File: src/abd_pkg.sv
// Shared types, constants and tables of the anchor box decoder.
package abd_pkg;

  localparam int OFF_W   = 16;
  localparam int ANC_W   = 17;
  localparam int SCALE_W = 16;
  localparam int CEN_W   = 17;
  localparam int SIZE_W  = 32;
  localparam int CFG_IDX_W = 1;

  localparam logic [CFG_IDX_W-1:0] REG_CENTER_SCALE = 1'd0;
  localparam logic [CFG_IDX_W-1:0] REG_SIZE_SCALE   = 1'd1;

  localparam logic [SCALE_W-1:0] CENTER_SCALE_RST = 16'd6554;
  localparam logic [SCALE_W-1:0] SIZE_SCALE_RST   = 16'd13107;

  localparam logic [CEN_W-1:0] CENTER_MAX = 17'd65536;

  // Pipeline depth from accepted word to output register.
  localparam int LAT     = 13;
  localparam int CEN_DLY = LAT - 4;

  typedef struct packed {
    logic [CEN_W-1:0]  box_cx;
    logic [CEN_W-1:0]  box_cy;
    logic [SIZE_W-1:0] box_w;
    logic [SIZE_W-1:0] box_h;
  } box_t;

  localparam logic [30:0] ONE_Q30 = 31'd1073741824;
  localparam logic [29:0] LN2_Q30 = 30'd744261118;
  localparam logic [29:0] M5_Q32  = 30'd858993460;
  localparam logic [30:0] M3_Q32  = 31'd1431655766;

  function automatic logic [30:0] pow2_quarter(input logic [1:0] k);
    logic [30:0] v;
    case (k)
      2'd0:    v = 31'd1073741824;
      2'd1:    v = 31'd1276901417;
      2'd2:    v = 31'd1518500250;
      2'd3:    v = 31'd1805811301;
      default: v = 31'd1073741824;
    endcase
    return v;
  endfunction

endpackage

File: src/abd_center.sv
// Centre decode lane: scaled offset, rounding, clamp, and delay to size lane depth.
module abd_center (
  input  logic                             clk,
  input  logic                             en,
  input  logic signed [abd_pkg::OFF_W-1:0] offset,
  input  logic [abd_pkg::ANC_W-1:0]        anchor_cen,
  input  logic [abd_pkg::ANC_W-1:0]        anchor_size,
  input  logic [abd_pkg::SCALE_W-1:0]      scale,
  output logic [abd_pkg::CEN_W-1:0]        center
);
  import abd_pkg::*;

  logic [32:0]             pr1;
  logic signed [OFF_W-1:0] off1;
  logic [ANC_W-1:0]        acen1;
  logic signed [49:0]      p2;
  logic [ANC_W-1:0]        acen2;
  logic signed [49:0]      ps;
  logic signed [26:0]      c3;
  logic [CEN_W-1:0]        c4;
  logic [CEN_W-1:0]        c4_next;
  logic [CEN_W-1:0]        dly [CEN_DLY];

  assign ps = p2 + 50'sd8388608;

  always_comb begin
    if (c3 < 27'sd0) begin
      c4_next = '0;
    end else if (c3 > $signed({10'd0, CENTER_MAX})) begin
      c4_next = CENTER_MAX;
    end else begin
      c4_next = c3[CEN_W-1:0];
    end
  end

  always_ff @(posedge clk) begin
    if (en) begin
      pr1   <= 33'(scale) * 33'(anchor_size);
      off1  <= offset;
      acen1 <= anchor_cen;
      p2    <= 50'(off1) * 50'($signed({1'b0, pr1}));
      acen2 <= acen1;
      c3    <= 27'($signed(ps[49:24])) + 27'($signed({1'b0, acen2}));
      c4    <= c4_next;
      dly[0] <= c4;
      for (int i = 1; i < CEN_DLY; i++) begin
        dly[i] <= dly[i-1];
      end
    end
  end

  assign center = dly[CEN_DLY-1];

endmodule

File: config.mk
export PLATFORM = sky130hd
export DESIGN_NAME = abd_center
export DESIGN_NICKNAME = d
export VERILOG_FILES = /design/src/abd_pkg.sv /design/src/abd_center.sv
export SDC_FILE = /design/constraint.sdc
export NUM_CORES = 2
export LEC_CHECK = 0
export ABC_AREA = 1
export BUFFER_PORTS_ARGS = -buffer_cell sky130_fd_sc_hd__buf_2
export CAP_MARGIN = 20
export CORE_MARGIN = 2
export CORE_UTILIZATION = 59
export CTS_CLUSTER_DIAMETER = 60
export DETAILED_ROUTE_END_ITERATION = 8
export PLACE_DENSITY = 0.81
export SLEW_MARGIN = 20
export SYNTH_ARGS = -nofsm -noshare
export SYNTH_HDL_FRONTEND = slang
export SYNTH_SLANG_ARGS = --single-unit
export TNS_END_PERCENT = 5
File: constraint.sdc
create_clock -name clk -period 5.65 [get_ports clk]
set_clock_uncertainty 0.1 [all_clocks]
set_input_delay 0.565 -clock clk [delete_from_list [all_inputs] [get_ports clk]]
set_output_delay 0.565 -clock clk [all_outputs]
set_load 0.01 [all_outputs]
==> impl_metrics.py <==
metrics = {
    "timing": {
        "rsz0062_at_grt": "yes",
        "hold_viol_final": 0,
        "slew_headroom": 0.288,
        "period_share": 1.06,
        "layout_min_cycle_time_ns": 5.98,
        "worst_slew_pin_slew_ns": 1.06,
        "fmax_mhz": 167,
        "finalSetupViolCount": 27,
        "setup_ws_ns": -0.326,
        "slew_viol_final": 0,
    },
    "finish": {
        "final-seq-area_um2": 9220,
        "final_common_cell": "inv_1",
        "diodes": 0,
        "multi_input_area_um2": 25400,
        "drive_gt1_frac": 0.174,
        "fillCellCount": 4651,
        "layout.nets": 5744,
        "layout_common_cells": "inv_1 (1203), nand2_1 (1053), fa_1 (606)",
        "syn2layout_area_growth_pct": 17.8,
    },
    "synth": {
        "synthMuxAreaShare": 0,
        "synthSimpleGateAreaFrac": 0.151,
        "synthArstFlopShare": 0,
        "syn-num-nets": 5427,
        "synth_fa_ha_area_frac": 0.419,
        "syn-cell-area_um2": 38800,
        "synth_flop_cell": "edfxtp_1",
        "syn_area_per_cell_um2": 8.73,
        "synth_top_family_by_area": "adder cells",
        "synth_edf_count": 307,
        "yosysWarnings": 0,
        "synthXorXnorAreaFrac": 0.0187,
        "synth-compound-area-share": 0.0334,
        "yosysUniqueCellTypes": 40,
        "ys_ff_latch": 307,
        "ys_seq_area_frac": 0.238,
        "synthCells": 4443,
    },
    "cts": {
        "cts_buffer_depth": 3,
        "clk_pin_slew_ns": 0.06,
        "cts_sinks": 307,
        "cts_buffers": 38,
        "cts_tree": "built",
        "cts.htree.levels": 2,
        "clock-root-buffer": "clkbuf_16",
        "ctsHoldBuffers": 0,
        "clock_latency_ns": 0.60,
    },
    "grt": {
        "grt.overflow.total": 0,
        "antenna_found_initial": 0,
        "grt_max_degree": 102,
        "grt_pass1_vias": 32640,
        "track_usage": 0.307,
        "grt_pass1_wl_um": 164000,
    },
    "worst_setup_path": {
        "rrSetupSlack_ns": -0.33,
        "crit_type": "reg2reg",
        "cp.required_ns": 5.88,
        "path_cells": "buf_12, buf_6, buf_16, nand2_1, fa_1, fa_1, fa_1, inv_1, fa_1, fa_1, inv_1, fa_1, inv_1, ha_4, buf_6, nand2_4, nor2_4, buf_4, nand2_1, nor2_2, nand4_1, nand3_2, xor2_1",
        "critPathMaxFanout": 10,
        "cpMostUsedCell": "fa_1",
        "crit_slowest_cell": "fa_1",
        "worstPathArrival_ns": 6.21,
        "worstSetupEndpointType": "flip-flop",
        "startpoint_type": "flip-flop",
        "cp_slowest_stage_delay_ns": 0.56,
    },
    "floorplan": {
        "std_cell_rows": 94,
        "dieArea_um2": 67800,
        "boundaryPins": 85,
        "die_x_um": 260,
        "die_y_um": 260,
        "coreArea_um2": 65400,
        "initial_core_util": 0.593,
    },
    "drt": {
        "wl_per_cell_um": 17.9,
        "vias": 30604,
        "dr.first_iter.drc_count": 2608,
        "vias_per_cell": 5.41,
        "drt-total-wl_um": 101000,
        "drc_errors": 0,
        "drt_pass1_iterations": 7,
        "antenna_left": 0,
    },
    "outcome": {
        "status": "complete, but fails checks",
        "violations": "negative setup slack",
    },
    "run": {
        "cap_viol_max_count": 0,
    },
    "place": {
        "port_buffers": 84,
        "post-place-ws_ns": -0.368,
        "hpwl_um": 76300,
        "gp_congestion": 0.953,
    },
    "hold_path": {
        "hold_class": "in2reg",
    },
}
critical path: cells and delay by family, from the launching register on:
family,cells,cell delay (ns)
adders and majority gates,7,3.26
DFF,1,0.43
buffers and inverters,8,0.91
xor gates and xnor gates,1,0.08
and+or+nand+nor,7,0.92
flip-flops by register name, summed over array words and instances (netlist names):
| register | flops |
|---|---|
| acen1 | 17 |
| acen2 | 17 |
| c3 | 27 |
| c4 | 17 |
| dly | 153 |
| off1 | 16 |
| p2 | 27 |
| pr1 | 33 |
metrics by stage:
stage                     std cells  hold slack [ns]  area (um^2)  utilization  setup TNS [ns]
after floorplan                4443            0.300        38900            -          -0.214
after global placement         5558            0.300        42800        0.655           -5.99
after detailed placement       5558            0.305        42800        0.655          -10.10
after CTS                      5648           0.0358        45200        0.692           -1.61
after global routing           5652           0.0396        45700        0.699           -9.98
final                          5652           0.0451        45700        0.699           -5.64
Yosys cell counts, types with 3 or more instances:
cell,instances,share of area
o21ai_0,61,0.0079
nor4_1,5,0.00081
nor2_1,198,0.019
o21a_1,3,0.00058
and2_1,4,0.00064
nand3b_1,5,0.00097
fa_1,640,0.33
a31oi_1,5,0.00081
o21bai_1,16,0.0031
a21boi_0,5,0.00097
a21o_1,15,0.0029
nand4_1,19,0.0031
o211ai_1,4,0.00077
nand3_1,78,0.010
ha_1,276,0.089
buf_4,17,0.0033
nor2_2,7,0.0011
xor2_1,58,0.013
nor2_4,3,0.00087
a21oi_1,120,0.015
inv_2,3,0.00029
xnor2_1,25,0.0056
clkbuf_1,184,0.018
or2_2,8,0.0013
inv_1,1230,0.12
edfxtp_1,307,0.24
nand2_1,1096,0.11
and3_1,3,0.00048
nor3_1,27,0.0035
nand2_2,10,0.0016
metal layers:
layer	vias to the layer above	share of wire	global-route usage
met5	-	0	0
met4	0	0.056	0.136
met3	502	0.090	0.0594
met2	1653	0.48	0.514
met1	14828	0.38	0.391
li1	13621	-	-
kinds of logic after synthesis:
kind of cell	Yosys count
AO/OA/AOI/OAI	234
buffers and inverters	1435
XOR/XNOR	83
AND/OR/NAND/NOR	1468
adder cells (fa/ha/maj)	916
flip-flops	307
path summary, 6_finish.rpt:
check                                  from     endpoint  cells past startpoint
worst min register to register  dly[0][112]  dly[0][129]                      0
worst max-delay path                off1[1]       p2[36]                     23
worst min-delay path              offset[2]      off1[2]                      1
worst max register to register      off1[1]       p2[36]                     23
area by class of cell:
cell class / count / share of cell area
repair buffers: 479 / 0.0891
clock inverters: 28 / 0.00819
clock buffers: 40 / 0.0210
flip-flops and latches: 307 / 0.202
multi-input cells: 2701 / 0.555
inverters: 1233 / 0.101
well taps: 864 / 0.0237
timing repair:
item	CTS	global route
setup buffers	19	4
pin swaps	95	69
gates cloned	3	0
resized for setup	208	132
endpoints found under the setup margin	27	33
Power is not shown: default switching activity piles up to over one toggle a cycle in this logic, so the estimate is an artifact.
