**config.mk**
```make
export PLATFORM = sky130hd
export DESIGN_NAME = abd_skid_flat
export DESIGN_NICKNAME = d
export VERILOG_FILES = /design/src/abd_pkg.sv /design/src/abd_if.sv /design/src/abd_skid.sv /design/src/flat_wrapper.sv
export SDC_FILE = /design/constraint.sdc
export NUM_CORES = 1
export LEC_CHECK = 0
export BUFFER_PORTS_ARGS = -buffer_cell sky130_fd_sc_hd__buf_4
export CAP_MARGIN = 25
export CORE_AREA = 2 2 96 98
export DETAILED_ROUTE_END_ITERATION = 16
export DIE_AREA = 0 0 98 100
export PLACE_DENSITY = 0.83
export SYNTH_ARGS = -nofsm -noshare
export SYNTH_HDL_FRONTEND = slang
export SYNTH_SLANG_ARGS = --single-unit
```
**constraint.sdc**
```tcl
create_clock -name clk -period 1.27 [get_ports clk]
set_clock_uncertainty 0.15 [all_clocks]
set_input_delay 0.0635 -clock clk [delete_from_list [all_inputs] [get_ports clk]]
set_output_delay 0.0635 -clock clk [all_outputs]
set_load 0.02 [all_outputs]
```
**src/abd_pkg.sv**
```systemverilog
// Shared types, constants and tables of the anchor box decoder.
package abd_pkg;

  localparam int OFF_W   = 16;
  localparam int ANC_W   = 17;
  localparam int SCALE_W = 16;
  localparam int CEN_W   = 17;
  localparam int SIZE_W  = 32;
  localparam int CFG_IDX_W = 1;

  localparam logic [CFG_IDX_W-1:0] REG_CENTER_SCALE = 1'd0;
  localparam logic [CFG_IDX_W-1:0] REG_SIZE_SCALE   = 1'd1;

  localparam logic [SCALE_W-1:0] CENTER_SCALE_RST = 16'd6554;
  localparam logic [SCALE_W-1:0] SIZE_SCALE_RST   = 16'd13107;

  localparam logic [CEN_W-1:0] CENTER_MAX = 17'd65536;

  // Pipeline depth from accepted word to output register.
  localparam int LAT     = 13;
  localparam int CEN_DLY = LAT - 4;

  typedef struct packed {
    logic [CEN_W-1:0]  box_cx;
    logic [CEN_W-1:0]  box_cy;
    logic [SIZE_W-1:0] box_w;
    logic [SIZE_W-1:0] box_h;
  } box_t;

  localparam logic [30:0] ONE_Q30 = 31'd1073741824;
  localparam logic [29:0] LN2_Q30 = 30'd744261118;
  localparam logic [29:0] M5_Q32  = 30'd858993460;
  localparam logic [30:0] M3_Q32  = 31'd1431655766;

  function automatic logic [30:0] pow2_quarter(input logic [1:0] k);
    logic [30:0] v;
    case (k)
      2'd0:    v = 31'd1073741824;
      2'd1:    v = 31'd1276901417;
      2'd2:    v = 31'd1518500250;
      2'd3:    v = 31'd1805811301;
      default: v = 31'd1073741824;
    endcase
    return v;
  endfunction

endpackage

```
**src/abd_if.sv**
```systemverilog


interface abd_out_if;
  import abd_pkg::*;
  logic              valid;
  logic              ready;
  logic [CEN_W-1:0]  box_cx;
  logic [CEN_W-1:0]  box_cy;
  logic [SIZE_W-1:0] box_w;
  logic [SIZE_W-1:0] box_h;

  modport source (output valid, box_cx, box_cy, box_w, box_h, input ready);
  modport sink   (input  valid, box_cx, box_cy, box_w, box_h, output ready);
endinterface

```
**src/abd_skid.sv**
```systemverilog
// Output skid stage: holds one word while the sink stalls so the pipeline can advance.
module abd_skid (
  input  logic            clk,
  input  logic            rst,
  input  logic            in_valid,
  input  abd_pkg::box_t   in_box,
  output logic            adv,
  abd_out_if.source       dout
);
  import abd_pkg::*;

  logic skid_valid;
  box_t skid_box;
  box_t out_box;

  assign adv     = !skid_valid;
  assign out_box = skid_valid ? skid_box : in_box;

  assign dout.valid  = skid_valid | in_valid;
  assign dout.box_cx = out_box.box_cx;
  assign dout.box_cy = out_box.box_cy;
  assign dout.box_w  = out_box.box_w;
  assign dout.box_h  = out_box.box_h;

  always_ff @(posedge clk) begin
    if (rst) begin
      skid_valid <= 1'b0;
    end else if (skid_valid && dout.ready) begin
      skid_valid <= 1'b0;
    end else if (!skid_valid && in_valid && !dout.ready) begin
      skid_valid <= 1'b1;
    end
  end

  always_ff @(posedge clk) begin
    if (!skid_valid) begin
      skid_box <= in_box;
    end
  end

endmodule

```
**src/flat_wrapper.sv**
```systemverilog
// flat-port wrapper written by rule: the top's interface ports become plain ports
module abd_skid_flat import abd_pkg::*;
  (clk, rst, in_valid, in_box, adv, dout_valid, dout_box_cx, dout_box_cy, dout_box_w, dout_box_h, dout_ready);
  abd_out_if dout_i ();
  input  logic clk;
  input  logic rst;
  input  logic in_valid;
  input  abd_pkg::box_t in_box;
  output logic adv;
  output wire logic [$bits(dout_i.valid)-1:0] dout_valid;
  output wire logic [$bits(dout_i.box_cx)-1:0] dout_box_cx;
  output wire logic [$bits(dout_i.box_cy)-1:0] dout_box_cy;
  output wire logic [$bits(dout_i.box_w)-1:0] dout_box_w;
  output wire logic [$bits(dout_i.box_h)-1:0] dout_box_h;
  input wire logic [$bits(dout_i.ready)-1:0] dout_ready;
  assign dout_valid = dout_i.valid;
  assign dout_box_cx = dout_i.box_cx;
  assign dout_box_cy = dout_i.box_cy;
  assign dout_box_w = dout_i.box_w;
  assign dout_box_h = dout_i.box_h;
  assign dout_i.ready = dout_ready;
  abd_skid u_core (.clk(clk), .rst(rst), .in_valid(in_valid), .in_box(in_box), .adv(adv), .dout(dout_i));
endmodule
```
==> flow_metrics.py <==
metrics = {
    "run_status": {
        "status": "finished, violations left",
        "violations": "negative hold slack, negative setup slack",
    },
    "power": {
        "power_uw": 7235,
        "switchingPower_uw": 1932,
        "p_comb_share_pct": 26.9,
        "internal_power_uw": 5303,
        "power.share.sequential_pct": 47.5,
        "swShare_pct": 26.71,
        "leakage_uw": 0.002976,
        "power.density_nw_per_um2": 1167,
        "peakVddDrop_v": 0.0007374,
        "p_clk_share_pct": 25.6,
    },
    "die": {
        "rows": 35,
        "die_area_um2": 9800,
        "die_h_um": 100,
        "die_w_um": 98,
        "start_util_pct": 36.24,
        "fp.coreArea_um2": 8890,
        "io_pins": 202,
    },
    "final_layout": {
        "antenna_cells": 0,
        "drive_gt1_share_pct": 77.61,
        "syn2layout_area_growth_pct": 92.43,
        "nNetsFinal": 548,
        "final_common_cell": "buf_4",
        "final_cell_mix": "buf_4, buf_6, dfxtp_1, mux2_4, clkbuf_8",
    },
    "route": {
        "routed_wl_um": 9900,
        "drtIter0Drc": 55,
        "met2_length_um": 5496,
        "vias": 2532,
        "vias_per_cell": 4.505,
        "drt-met1-wl_um": 3536,
        "wl_met3_um": 758,
        "antenna_left": 0,
        "highest_layer": "met4",
        "drt-wirelength-per-cell_um": 17.62,
        "drc_errors": 0,
        "first_pass_iters": 4,
    },
    "grt": {
        "grt_use_total_pct": 17.30,
        "grt.overflow.total": 0,
        "grt_pass1_vias": 2674,
        "grt_max_degree": 17,
        "antenna_found_initial": 0,
        "grt_pass1_wl_um": 13190,
    },
    "logic_synthesis": {
        "yosys-top-cells-area": "dfxtp_1, mux2_2, buf_6",
        "ys_seq_elements": 99,
        "ys_warn_count": 0,
        "synth_top_area_share_pct": 61.51,
        "yosysTopAreaCell": "dfxtp_1",
        "synth-seq-area-share_pct": 61.51,
        "syn_area_per_cell_um2": 15.27,
        "synth_fp_nets": 313,
        "synth.distinct_cells": 8,
        "synth_area_um2": 3222,
        "syn_inst": 211,
    },
    "placed_design": {
        "io_buffer_count": 201,
        "place.gp.congestion": 0.6848,
        "dp_hpwl_um": 6267,
        "pre_cts_ws_ns": -0.1353,
    },
    "clock_network": {
        "cts_root_buffer": "clkbuf_8",
        "cts_tree": "done",
        "htree_levels": 3,
        "cts_buffer_depth": 2,
        "insertion_delay_ns": 0.34,
        "cts_hold_buf": 2,
        "path_clk_slew_ns": 0.10,
        "cts_buffers": 9,
        "cts_sinks": 99,
    },
    "worst_hold_path": {
        "holdPathStages": 2,
        "worstHoldEndpoint": "u_core.skid_box[50]$_DFF_P_",
        "hp-start": "in_box[50]",
        "hp-class": "in -> reg",
    },
    "sta": {
        "slew_headroom_pct": 88.45,
        "timing.final.ws_setup_ns": -0.4652,
        "fin_crit_sh_pct": 136.6,
        "slew_viol_final": 0,
        "setup_viol": 134,
        "whs_ns": -0.2045,
        "setup_tns_ns": -44.01,
        "period_minus_slack_ns": 1.735,
        "rsz0062_at_grt": "yes",
        "max_freq_mhz": 576.3,
        "worstMarginPinSlew_ns": 0.1731,
        "hold_violations": 99,
    },
    "run": {
        "maxCapViolCount": 0,
    },
    "critical_path": {
        "arrival_ns": 1.52,
        "critPathMaxFanout": 7,
        "cp-start-kind": "flop",
        "r2r_slack_ns": -0.10,
        "max_stage_delay_ns": 0.39,
        "r2r-start": "u_core.skid_valid$_SDFFE_PP0P_",
        "setup.worst_path.class": "reg -> out",
        "cp-end-kind": "primary output",
        "required_ns": 1.06,
        "timing.rr.end": "u_core.skid_box[5]$_DFF_P_",
        "cpMaxStageDelayCell": "dfxtp_4",
        "crit_chain": "buf_12, clkbuf_16, mux2_4, buf_6",
        "reg2reg_depth": 4,
    },
}
-- cell families (layout without fill, tap and decap cells) --
logic type	count (synthesis)	after routing	share of synthesized area, %
DFF	99	99	61.51
muxes	98	98	34.25
buffers and inverters	12	252	3.728
and+or+nand+nor	2	2	0.5050
-- cell usage after synthesis --
master   instances
buf_6            7
buf_8            1
buf_4            3
inv_1            1
mux2_2          98
or2_4            1
dfxtp_1         99
nor3b_1          1
-- cell type report --
class | count | area (um^2)
Clock buffer | 11 | 141.4
Inverter | 1 | 3.754
Tap cell | 111 | 138.9
Timing Repair Buffer | 235 | 2399
Fill cell | 605 | 2690
Sequential cell | 99 | 1986
Multi-Input combinational cell | 100 | 1495
Clock inverter | 5 | 36.28
-- worst max-delay path, delay by kind of cell, from the launching register on --
kind | cells | cell delay (ns)
buffers and inverters | 3 | 0.46
multiplexers | 1 | 0.32
flip-flops | 1 | 0.39
-- registers in the layout (all words and copies together) (netlist names) --
| register | cells |
|---|---|
| u_core.skid_box | 98 |
| u_core.skid_valid | 1 |
-- worst max-delay path by stage --
stage,startpoint,slack (ns),to,cells past startpoint
after floorplan,u_core.skid_valid$_SDFFE_PP0P_,-0.04,u_core.skid_box[35]$_DFF_P_,3
after global placement,u_core.skid_valid$_SDFFE_PP0P_,-0.14,u_core.skid_valid$_SDFFE_PP0P_,3
after detailed placement,u_core.skid_valid$_SDFFE_PP0P_,-0.14,dout_box_cx[14],3
after CTS,u_core.skid_valid$_SDFFE_PP0P_,-0.52,dout_box_w[5],4
after global routing,u_core.skid_valid$_SDFFE_PP0P_,-0.54,dout_box_cx[11],4
final,u_core.skid_valid$_SDFFE_PP0P_,-0.47,dout_box_cx[11],4
-- repair_timing --
item	CTS	global route
resized for setup	68	95
buffers inserted	5	12
gates cloned	4	3
endpoints found under the setup margin	143	171
endpoints found under the hold margin	99	99
-- power by group through the flow --
stage               combinational (uW)  clock (uW)  sequential [uW]
floorplan                          837           0             3470
global placement                  1470           0             3480
detailed placement                1500           0             3500
CTS                               1700        1910             3430
global route                      2040        2070             3460
finish                            1950        1850             3440
-- metrics by stage --
stage | utilization (%) | area, um^2 | std cells
after global routing | 69.74 | 6200 | 562
after detailed placement | 57.14 | 5080 | 520
final | 69.74 | 6200 | 562
after CTS | 63.91 | 5682 | 547
after global placement | 57.14 | 5080 | 520
after floorplan | - | 3447 | 211
-- per-layer routing --
layer | vias up | GRT usage [%]
met2 | 116 | 32.46
met4 | 0 | 5.769
met5 | - | 0
met3 | 10 | 5.989
li1 | 1200 | -
met1 | 1206 | 18.01
(Power assumes the default switching activity.)
